File: config.mk
export PLATFORM = sky130hd
export DESIGN_NAME = header_line_unfolder
export DESIGN_NICKNAME = d
export VERILOG_FILES = /design/src/sv/hlu_pkg.sv /design/src/sv/hlu_front.sv /design/src/sv/hlu_queue.sv /design/src/sv/hlu_back.sv /design/src/sv/header_line_unfolder.sv
export SDC_FILE = /design/constraint.sdc
export NUM_CORES = 1
export LEC_CHECK = 0
export BUFFER_PORTS_ARGS = -buffer_cell sky130_fd_sc_hd__buf_2
export CAP_MARGIN = 20
export CORE_MARGIN = 5
export CORE_UTILIZATION = 60
export DETAILED_ROUTE_END_ITERATION = 8
export PLACE_DENSITY = 0.79
export SYNTH_ARGS = -nofsm -noshare
export SYNTH_HDL_FRONTEND = slang
export SYNTH_HIERARCHICAL = 1
export SYNTH_SLANG_ARGS = --single-unit
File: constraint.sdc
create_clock -name clk -period 8.5 [get_ports clk]
set_input_delay 2.55 -clock clk [delete_from_list [all_inputs] [get_ports clk]]
set_output_delay 2.55 -clock clk [all_outputs]
set_load 0.01 [all_outputs]
File: src/sv/hlu_pkg.sv
package hlu_pkg;

	localparam int LENGTH_BITS_DEFAULT = 16;
	localparam int QUEUE_DEPTH = 2;

	localparam logic OP_DATA = 1'b0;
	localparam logic OP_EOS  = 1'b1;

	localparam logic [1:0] KIND_DATA  = 2'd0;
	localparam logic [1:0] KIND_LINE  = 2'd1;
	localparam logic [1:0] KIND_ABORT = 2'd2;

	localparam logic [7:0] CH_NUL = 8'h00;
	localparam logic [7:0] CH_TAB = 8'h09;
	localparam logic [7:0] CH_LF  = 8'h0A;
	localparam logic [7:0] CH_CR  = 8'h0D;
	localparam logic [7:0] CH_SP  = 8'h20;

	typedef struct packed {
		logic       operation;
		logic [7:0] in_byte;
	} in_word_t;

	typedef struct packed {
		logic [1:0]  kind;
		logic [7:0]  out_byte;
		logic [15:0] line_length;
		logic        at_stream_end;
		logic        last;
	} out_word_t;

	// one queue entry holds every result word of one input word
	typedef struct packed {
		logic      two;
		out_word_t res0;
		out_word_t res1;
	} entry_t;

	function automatic out_word_t mk_data(input logic [7:0] b);
		out_word_t w;
		w = '0;
		w.kind = KIND_DATA;
		w.out_byte = b;
		return w;
	endfunction

	function automatic out_word_t mk_line(input logic [15:0] len, input logic eos);
		out_word_t w;
		w = '0;
		w.kind = KIND_LINE;
		w.line_length = len;
		w.at_stream_end = eos;
		return w;
	endfunction

endpackage

File: src/sv/hlu_front.sv
module hlu_front #(
	parameter int LENGTH_BITS = hlu_pkg::LENGTH_BITS_DEFAULT
) (
	input  logic              clk,
	input  logic              arst_n,
	input  logic              push,
	input  hlu_pkg::in_word_t item,
	input  logic              q_full,
	input  logic              cfg_valid,
	input  logic              cfg_data,
	output logic              enq,
	output hlu_pkg::entry_t   enq_entry
);
	import hlu_pkg::*;

	localparam int LW = (LENGTH_BITS > 16) ? LENGTH_BITS : 16;
	localparam logic [LENGTH_BITS-1:0] LEN_MAX = '1;

	logic                   unfold_q;
	logic                   cr_q;
	logic                   fold_q;
	logic [LENGTH_BITS-1:0] count_q;

	logic                   take;
	logic                   cr_d;
	logic                   fold_d;
	logic [LENGTH_BITS-1:0] count_d;
	logic [1:0]             n;
	out_word_t              res [2];

	function automatic logic [15:0] sat16(input logic [LENGTH_BITS-1:0] c);
		logic [LW-1:0] e;
		e = LW'(c);
		return (e > LW'(17'h0FFFF)) ? 16'hFFFF : e[15:0];
	endfunction

	function automatic logic [LENGTH_BITS-1:0] inc(input logic [LENGTH_BITS-1:0] c);
		return (c == LEN_MAX) ? c : c + 1'b1;
	endfunction

	assign take = push & ~q_full;

	always_comb begin
		cr_d = cr_q;
		fold_d = fold_q;
		count_d = count_q;
		n = 2'd0;
		res[0] = '0;
		res[1] = '0;
		if (item.operation == OP_EOS) begin
			if (cr_q) begin
				res[n[0]] = mk_data(CH_CR);
				n = n + 2'd1;
				count_d = inc(count_d);
			end
			res[n[0]] = mk_line(sat16(count_d), 1'b1);
			n = n + 2'd1;
			count_d = '0;
			fold_d = 1'b0;
			cr_d = 1'b0;
		end else if (item.in_byte == CH_NUL) begin
			res[0] = '0;
			res[0].kind = KIND_ABORT;
			n = 2'd1;
			cr_d = 1'b0;
			fold_d = 1'b0;
			count_d = '0;
		end else begin
			if (fold_d) begin
				if (item.in_byte == CH_SP || item.in_byte == CH_TAB) begin
					fold_d = 1'b0;
				end else begin
					res[n[0]] = mk_line(sat16(count_d), 1'b0);
					n = n + 2'd1;
					count_d = '0;
					fold_d = 1'b0;
					cr_d = 1'b0;
				end
			end
			if (item.in_byte == CH_LF) begin
				cr_d = 1'b0;
				if (count_d != '0 && unfold_q) begin
					fold_d = 1'b1;
				end else begin
					res[n[0]] = mk_line(sat16(count_d), 1'b0);
					n = n + 2'd1;
					count_d = '0;
					fold_d = 1'b0;
				end
			end else begin
				if (cr_d) begin
					res[n[0]] = mk_data(CH_CR);
					n = n + 2'd1;
					count_d = inc(count_d);
				end
				if (item.in_byte == CH_CR) begin
					cr_d = 1'b1;
				end else begin
					cr_d = 1'b0;
					res[n[0]] = mk_data(item.in_byte);
					n = n + 2'd1;
					count_d = inc(count_d);
				end
			end
		end
		if (n == 2'd2) begin
			res[1].last = 1'b1;
		end else begin
			res[0].last = 1'b1;
		end
	end

	assign enq = take & (n != 2'd0);
	assign enq_entry.two = (n == 2'd2);
	assign enq_entry.res0 = res[0];
	assign enq_entry.res1 = res[1];

	always_ff @(posedge clk or negedge arst_n) begin
		if (!arst_n) begin
			unfold_q <= 1'b0;
			cr_q <= 1'b0;
			fold_q <= 1'b0;
			count_q <= '0;
		end else begin
			if (cfg_valid) begin
				unfold_q <= cfg_data;
			end
			if (take) begin
				cr_q <= cr_d;
				fold_q <= fold_d;
				count_q <= count_d;
			end
		end
	end

endmodule

File: src/sv/hlu_queue.sv
module hlu_queue (
	input  logic            clk,
	input  logic            arst_n,
	input  logic            enq,
	input  hlu_pkg::entry_t enq_entry,
	input  logic            deq,
	output logic            full,
	output logic            nonempty,
	output hlu_pkg::entry_t head
);
	import hlu_pkg::*;

	localparam int PTR_W = (QUEUE_DEPTH > 1) ? $clog2(QUEUE_DEPTH) : 1;
	localparam int CNT_W = $clog2(QUEUE_DEPTH + 1);

	entry_t           mem_q [QUEUE_DEPTH];
	logic [PTR_W-1:0] wr_q;
	logic [PTR_W-1:0] rd_q;
	logic [CNT_W-1:0] cnt_q;
	logic             do_enq;
	logic             do_deq;

	function automatic logic [PTR_W-1:0] nxt(input logic [PTR_W-1:0] p);
		return (p == PTR_W'(QUEUE_DEPTH - 1)) ? '0 : p + 1'b1;
	endfunction

	assign full = (cnt_q == CNT_W'(QUEUE_DEPTH));
	assign nonempty = (cnt_q != '0);
	assign head = mem_q[rd_q];
	assign do_enq = enq & ~full;
	assign do_deq = deq & nonempty;

	always_ff @(posedge clk) begin
		if (do_enq) begin
			mem_q[wr_q] <= enq_entry;
		end
	end

	always_ff @(posedge clk or negedge arst_n) begin
		if (!arst_n) begin
			wr_q <= '0;
			rd_q <= '0;
			cnt_q <= '0;
		end else begin
			if (do_enq) begin
				wr_q <= nxt(wr_q);
			end
			if (do_deq) begin
				rd_q <= nxt(rd_q);
			end
			if (do_enq && !do_deq) begin
				cnt_q <= cnt_q + 1'b1;
			end else if (!do_enq && do_deq) begin
				cnt_q <= cnt_q - 1'b1;
			end
		end
	end

endmodule

File: src/sv/hlu_back.sv
module hlu_back (
	input  logic               clk,
	input  logic               arst_n,
	input  hlu_pkg::entry_t    head,
	input  logic               nonempty,
	input  logic               pop,
	output logic               deq,
	output logic               empty,
	output hlu_pkg::out_word_t result
);
	import hlu_pkg::*;

	logic phase_q;
	logic take;

	assign empty = ~nonempty;
	assign result = phase_q ? head.res1 : head.res0;
	assign take = pop & nonempty;
	// retire the entry after its last word
	assign deq = take & (phase_q | ~head.two);

	always_ff @(posedge clk or negedge arst_n) begin
		if (!arst_n) begin
			phase_q <= 1'b0;
		end else if (take) begin
			phase_q <= ~phase_q & head.two;
		end
	end

endmodule

File: src/sv/header_line_unfolder.sv
// channel   direction  handshake               payload
// item      in         push / full             operation, in_byte
// result    out        empty / pop             kind, out_byte, line_length, at_stream_end, last
// cfg       in         cfg_valid / cfg_ready   unfold_enable (cfg_data)
//
// one input word per cycle while full is low; its result words are queued in the same cycle and
// the first reaches the result port from the queue entry register once earlier entries have drained
// the back end drains one result word per cycle while pop is high, so a word that yields two results
// holds a queue entry for two pops; full rises only when both entries are taken
// reset clears the line state, the unfold flag and the queue; cfg_ready is always high
module header_line_unfolder #(
	parameter int LENGTH_BITS = hlu_pkg::LENGTH_BITS_DEFAULT
) (
	input  logic               clk,
	input  logic               arst_n,
	input  logic               push,
	output logic               full,
	input  hlu_pkg::in_word_t  item,
	output logic               empty,
	input  logic               pop,
	output hlu_pkg::out_word_t result,
	input  logic               cfg_valid,
	output logic               cfg_ready,
	input  logic               cfg_data
);
	import hlu_pkg::*;

	logic   enq;
	entry_t enq_entry;
	logic   deq;
	logic   nonempty;
	entry_t head;

	// register write is a single flop, never stalls
	assign cfg_ready = 1'b1;

	// front: cr hold, fold wait, length count, result classification
	hlu_front #(
		.LENGTH_BITS(LENGTH_BITS)
	) u_front (
		.clk       (clk),
		.arst_n    (arst_n),
		.push      (push),
		.item      (item),
		.q_full    (full),
		.cfg_valid (cfg_valid & cfg_ready),
		.cfg_data  (cfg_data),
		.enq       (enq),
		.enq_entry (enq_entry)
	);

	// short queue decoupling the byte side from the result side
	hlu_queue u_queue (
		.clk       (clk),
		.arst_n    (arst_n),
		.enq       (enq),
		.enq_entry (enq_entry),
		.deq       (deq),
		.full      (full),
		.nonempty  (nonempty),
		.head      (head)
	);

	// back: walks the one or two words of the head entry
	hlu_back u_back (
		.clk      (clk),
		.arst_n   (arst_n),
		.head     (head),
		.nonempty (nonempty),
		.pop      (pop),
		.deq      (deq),
		.empty    (empty),
		.result   (result)
	);

endmodule
======== Yosys cells after proc, flatten, opt, wreduce, memory -nomap -nowiden ========
Memories as Yosys holds them, arrays and structs flattened.
Cells that the tools add are included.
storage, ports and cells
  register bits after elaboration ......... 24
  latch bits .............................. 0
  memory bits (writable) .................. 114
  memories kept ........................... 1
  bits of input ports ..................... 15
  word-level logic and storage cells ...... 151
  bits in read-only memories .............. 0
  output and inout bits ................... 31
operators by class
  multiplexer cells ....................... 82
  $lt $le $gt $ge ......................... 9
  bitwise operators ....................... 18
  add/sub/neg operators ................... 10
  multipliers ............................. 0
  divide/modulo/power cells ............... 0
  equal/unequal tests ..................... 9
  shift-type cells ........................ 0
  reduce and logical (&&, ||, !) cells .... 14
memories
  memory         depth  width  rd ports  clocked after memory_dff  write ports  line             RTL
  u_queue.mem_q  2      57     1         0                         1            hlu_queue.sv:16  entry_t mem_q [QUEUE_DEPTH];
operators with widths
  kind                     number
  $mux W56                 8
  $mux W16                 21
  $mux W28                 10
  $bwmux W56               3
  $demux W28 S1            3
  $and A50 B50 Y50         1
  $not A50 Y50             1
  $add A16 B1 Y16 const B  3
  $eq A16 B16 Y1 const B   3
  $gt A16 B16 Y1 const B   3
  $mux W2                  15
  $mux W27                 1
  $eq A8 B4 Y1 const B     3
  $mux W22                 1
  $mux W1                  20
  $reduce_bool A16 Y1      1
  $add A2 B1 Y2 const B    4
  $eq A8 B6 Y1 const B     1
  $logic_not A8 Y1         1
  $and A1 B1 Y1            7
  $ge A2 B2 Y1 const B     3
  $logic_and A1 B1 Y1      6
  $lt A2 B1 Y1 const B     3
  $not A1 Y2               3
  9 further kinds          17

======== Logic depth before layout (Yosys ltp) ========
  depth in word-level cells ............... 23
  mapped depth ............................ 23
  depth with buffers taken out ............ 22

======== By module ========
The synthesis kept the hierarchy.
modules (own cells, without submodules)
  module                sequential area each (um^2)  area each (um^2)  times used  cells an instance
  hlu_queue             3523.4                       4386.7            1           196
  hlu_front             475.5                        2874.0            1           417
  hlu_back              25.0                         391.6             1           37
  header_line_unfolder  0.0                          11.3              1           2

======== Worst setup path after synthesis ========
No wires, ideal clock.
  kind .................................... input -> register
  start ................................... input item[3] (netlist bit)
  end ..................................... memory u_queue/mem_q[0][0] (netlist bit) (enable)
  setup slack ............................. 398 ps
  buffers on the path ..................... 1
  arrival ................................. 7630 ps
  stages .................................. 18
  setup time .............................. 472 ps
  required time ........................... 8028 ps
  cells stage by stage .................... buf_2 or3b_1 a2111o_1 nand2_1 and2_1 inv_1 ha_1 nor4b_1 nand4_1 nand2_1 a21oi_1 ha_1 a22oi_1 nand2_1 nor2_1 a21oi_1 nand2_1 nor2_1
between the ends
  word-level cells in the longest chain between the ends .. 21
  elaborated cells on any way between the ends .. 36
  those cells by class .................... add/sub: 2; eq/ne: 4; mux: 23; bitwise: 2; reduce/logical: 5
RTL lines
  element                                              line                              RTL
  from (decl)                                          header_line_unfolder.sv:18        input hlu_pkg::in_word_t item,
  $eq A8 B6 Y1 / $eq A8 B4 Y1 (equally long branches)  hlu_front.sv:70                   if (item.in_byte == CH_SP || item.in_byte == CH_TAB) begin
  $logic_or A1 B1 Y1                                   hlu_front.sv:70
  $mux W1                                              hlu_front.sv:70
  $mux W2                                              hlu_front.sv:69                   if (fold_d) begin
  $mux W2                                              hlu_front.sv:61                   end else if (item.in_byte == CH_NUL) begin
  $mux W2                                              hlu_front.sv:50                   if (item.operation == OP_EOS) begin
  $add A2 B1 Y2                                        hlu_front.sv:86, hlu_front.sv:93
  $mux W2                                              hlu_front.sv:91                   if (cr_d) begin
  [... 6 more ...]                                     -
  $mux W2 *                                            hlu_front.sv:61
  $mux W2 *                                            hlu_front.sv:50
  $reduce_bool A2 Y1 *                                 hlu_front.sv:113                  assign enq = take & (n != 2'd0);
  $and A1 B1 Y1 *                                      hlu_front.sv:113
  net enq                                              header_line_unfolder.sv:28        logic enq;
  $and A1 B1 Y1 *                                      hlu_queue.sv:30                   assign do_enq = enq & ~full;
  $mux W1 *                                            hlu_queue.sv:34                   if (do_enq) begin
  $mux W1 (implied by the code) *                      hlu_queue.sv:35                   mem_q[wr_q] <= enq_entry;
  to (decl)                                            hlu_queue.sv:16
The timed path passes the listed nets; every way through them passes the cells marked *. The select of a mux whose other input is x is not followed.

======== Final worst setup path ========
  start ................................... input item[4] (netlist bit)
  end ..................................... register u_front.count_q[5]
between the ends
  word-level cells in the longest chain between the ends .. 18
  elaborated cells on any way between the ends .. 31
  those cells by class .................... add/sub: 2; eq/ne: 6; mux: 19; reduce/logical: 4
RTL lines
  element                                                   line              RTL
  $eq A8 B6 Y1 / $eq A8 B4 Y1 (equally long branches)       hlu_front.sv:70
  $logic_or A1 B1 Y1                                        hlu_front.sv:70
  $mux W16                                                  hlu_front.sv:70
  $mux W16                                                  hlu_front.sv:69
  $mux W16                                                  hlu_front.sv:61
  $mux W16                                                  hlu_front.sv:50
  $add A16 B1 Y16 / $eq A16 B16 Y1 (equally long branches)  hlu_front.sv:38   return (c == LEN_MAX) ? c : c + 1'b1;
  $mux W16                                                  hlu_front.sv:38
  [... 2 more ...]                                          -
  $mux W16                                                  hlu_front.sv:61
  $mux W16                                                  hlu_front.sv:50
  $add A16 B1 Y16 / $eq A16 B16 Y1 (equally long branches)  hlu_front.sv:38
  $mux W16                                                  hlu_front.sv:38
  $mux W16                                                  hlu_front.sv:96   if (item.in_byte == CH_CR) begin
  $mux W16                                                  hlu_front.sv:80   if (item.in_byte == CH_LF) begin
  $mux W16 *                                                hlu_front.sv:61
  $mux W16 *                                                hlu_front.sv:50
  to (signal assigned)                                      hlu_front.sv:131  count_q <= count_d;
  to (decl)                                                 hlu_front.sv:22   logic [LENGTH_BITS-1:0] count_q;
Mark *: on every way between the ends. The rest lies on a longest branch, timed or not. The select of a mux whose other input is x is not followed.
A chain may end at the register's enable or synchronous reset.

==> flow_summary.ini <==
[cts]
cts_inserted_buffers = 17
clkTransAtPathRegs_ns = 0.06
post_cts_resized = 0
htree_levels = 4
clockRootBuffer = clkbuf_16
hold_buffers = 0
cts_setup_buffers = 0
cts_tree = yes
worstSkewPairLatency_ns = 0.42
cts_num_sinks = 138
cts_buffer_depth = 2

[synthesis]
synthArstFlopShare = 0.174
synth_top_area_cell = edfxtp_1
synthCells = 652
synthTopCellsByArea = edfxtp_1, mux2_2, dfrtp_1
ys_seq_elements = 138
synth_cell_types = 70
seq_area_frac_synth = 0.525
netlist_area_um2 = 7660
synth.avg_cell_area_um2 = 11.8
syn-num-nets = 678
yosysWarnings = 6
synth_ff_type = edfxtp_1
synth_edf_count = 114
synth_top_area_frac = 0.447

[timing]
finalSetupViolCount = 0
slew_headroom = 0.347
fin_crit_sh = 0.800
hold_viol = 0
tightest_slew_ns = 0.975
maxSlewViolCount = 0
max_freq_mhz = 147
rsz0062_at_grt = no
fin_setup_tns_ns = 0
hold_slack_ns = 0.522
fin_skew_ns = 0.00429
fin_crit_ns = 6.80

[route]
drtIter0Drc = 549
detail-route-antenna-nets = 0
wl_met1_um = 7460
dr.pass1.iters = 6
top_layer = met4
drcViolationCount = 0
vias_per_cell = 6.32
routed_wirelength_um = 17400
post_drt_wl_per_cell_um = 20.1
wl_met2_um = 8300
vias = 5477
dr_wl_met3_um = 1300

[final_layout]
fin_cells = 867
nNetsFinal = 708
diodes = 0
area_growth_pct = 11.8
drive_above_1_share = 0.273

[min_path]
holdCritPathClass = reg2reg
hold_start = u_queue/cnt_q[1]

[critical_path]
startpoint = item[4]
crit_type = in2reg
r2r.worst_path.cells = 13
start_kind = input port
reg2reg_from = u_front/count_q[0]
r2r_setup_slack_ns = 4.27
crit_path_max_fanout = 9
required_ns = 8.84
crit_path_end_kind = register
setup.worst_path.end = u_front/count_q[5]
timing.critical_path.arrival_ns = 7.14
critical_path.reg2reg.endpoint = u_front/count_q[5]

[global_routing]
grt_use_total = 0.245
grt_max_degree = 38
grt_overflow = 0
antenna_found_initial = 0
grt_pass1_wl_um = 28500
grt_pass1_vias = 5499

[placement]
portBuffers = 44
dpl.hpwl_um = 11800
place_inst = 835
gp_congestion = 0.908

[floorplan]
io_pins = 46
dieHeight_um = 123
start_util = 0.610
die_w_um = 123
core_region_area_um2 = 12600
dieArea_um2 = 15100
rows = 41

[flow_run]
maxCapViolCount = 0

[status]
status = completed

[pwr]
peakVddDrop_uv = 180
power_density_nw_per_um2 = 297
p_leak_uw = 0.00303
==> sequential cells by signal, summed over array words and instances (netlist names) <==
signal	flops
u_front/count_q	16
u_front/unfold_q	1
u_back/phase_q	1
u_front/cr_q	1
u_queue/wr_q	1
u_queue/rd_q	1
u_front/fold_q	1
u_queue/mem_q	114
u_queue/cnt_q	2
==> how the worst min path moves through the flow <==
stage | endpoint | cells past startpoint
after floorplan | u_queue/cnt_q[1] | 1
after global placement | u_queue/cnt_q[1] | 1
after detailed placement | u_queue/cnt_q[1] | 1
after CTS | u_queue/cnt_q[0] | 1
after global routing | u_queue/cnt_q[1] | 1
final | u_queue/cnt_q[1] | 1
==> stage by stage <==
| step | worst slack [ns] | utilization | area [um2] | total power [uW] |
|---|---|---|---|---|
| final | 1.70 | 0.681 | 8560 | 2540 |
| after global routing | 1.38 | 0.681 | 8560 | 2660 |
| after CTS | 1.78 | 0.681 | 8560 | 2560 |
| after detailed placement | 1.37 | 0.634 | 7970 | 1820 |
| after global placement | 1.45 | 0.634 | 7970 | 1780 |
| after floorplan | 0.398 | - | 7660 | 1590 |
==> synthesized netlist by cell type, types with 3 or more instances <==
cell type and n:
mux2_4 20, dfrtp_1 24, xor2_1 11, xnor2_1 13, o211ai_1 7, nand2_1 42
nor3_1 14, o21ai_0 16, buf_4 6, or3_1 5, and2_1 8, ha_1 11
and4_1 4, a31oi_1 4, buf_2 9, clkbuf_1 22, nand3_1 34, nor2_1 41
nand2b_1 4, nand4_1 15, inv_1 14, mux2i_1 3, and3_1 9, buf_6 3
nand3b_1 4, nor2b_1 21, or4_1 8, edfxtp_1 114, nor4b_1 3, mux2_2 70
nor3b_1 3, a21oi_1 28, a31o_2 3, a22oi_1 3, nor4_1 10
==> layout by cell type (no fill, tap or decap), types with 4 or more instances in the layout <==
cell	Yosys	layout
or3_1	5	5
inv_1	14	14
mux2_4	20	20
xor2_1	11	11
ha_1	11	11
xnor2_1	13	13
nand4_1	15	15
o21ai_0	16	16
o211ai_1	7	7
and4_1	4	4
buf_4	6	8
mux2_2	70	70
nand2b_1	4	4
dfrtp_1	24	23
edfxtp_1	114	114
nand2_1	42	42
nand3_1	34	34
a21oi_1	28	28
or4_1	8	8
inv_6	0	5
clkbuf_16	0	17
and2_1	8	8
nand3b_1	4	4
nor2b_1	21	21
nor4_1	10	10
buf_2	9	44
and3_1	9	8
nor2_1	41	40
nor3_1	14	14
clkinvlp_4	0	5
a31oi_1	4	4
==> metal layers <==
layer / vias up / GRT usage
met1: 2653 / 0.338
met5: - / 0
met4: 0 / 0.0990
li1: 2524 / -
met2: 268 / 0.385
met3: 32 / 0.0499
==> worst max-delay path: stages <==
cell and delay (ns):
buf_2 0.11, or3_1 0.42, a2111o_1 0.47, nand2_1 0.13, nand2_1 0.08, inv_1 0.11
ha_1 0.27, nand4_1 0.14, or4_1 0.56, nand2_1 0.15, xor2_1 0.08, nor2_1 0.18
ha_1 0.20, inv_1 0.08, nor4_2 0.61, a31oi_1 0.43, a2111o_1 0.47, o211ai_1 0.08
==> report_power, final <==
group | leakage (uW) | switching [uW] | internal, uW
Combinational | 0.00139 | 383 | 396
Clock | 0.000272 | 296 | 438
Sequential | 0.00137 | 115 | 913
Total | 0.00303 | 794 | 1750
==> kinds of logic after synthesis <==
family,synth area share
AO/OA/AOI/OAI,0.0813
XOR/XNOR,0.0274
adder cells (fa/ha/maj),0.0180
buffers and inverters,0.0349
flip-flops,0.525
multiplexers,0.146
other,0.000980
AND/OR/NAND/NOR,0.166
==> cell type report <==
type	count	area, um2
repair buffers	53	300
clock buffers	18	429
flip-flops and latches	138	4030
fillers	913	4000
well taps	172	215
inverters	14	52.6
clock inverters	14	161
multi-input cells	458	3380
(Power assumes the default switching activity.)
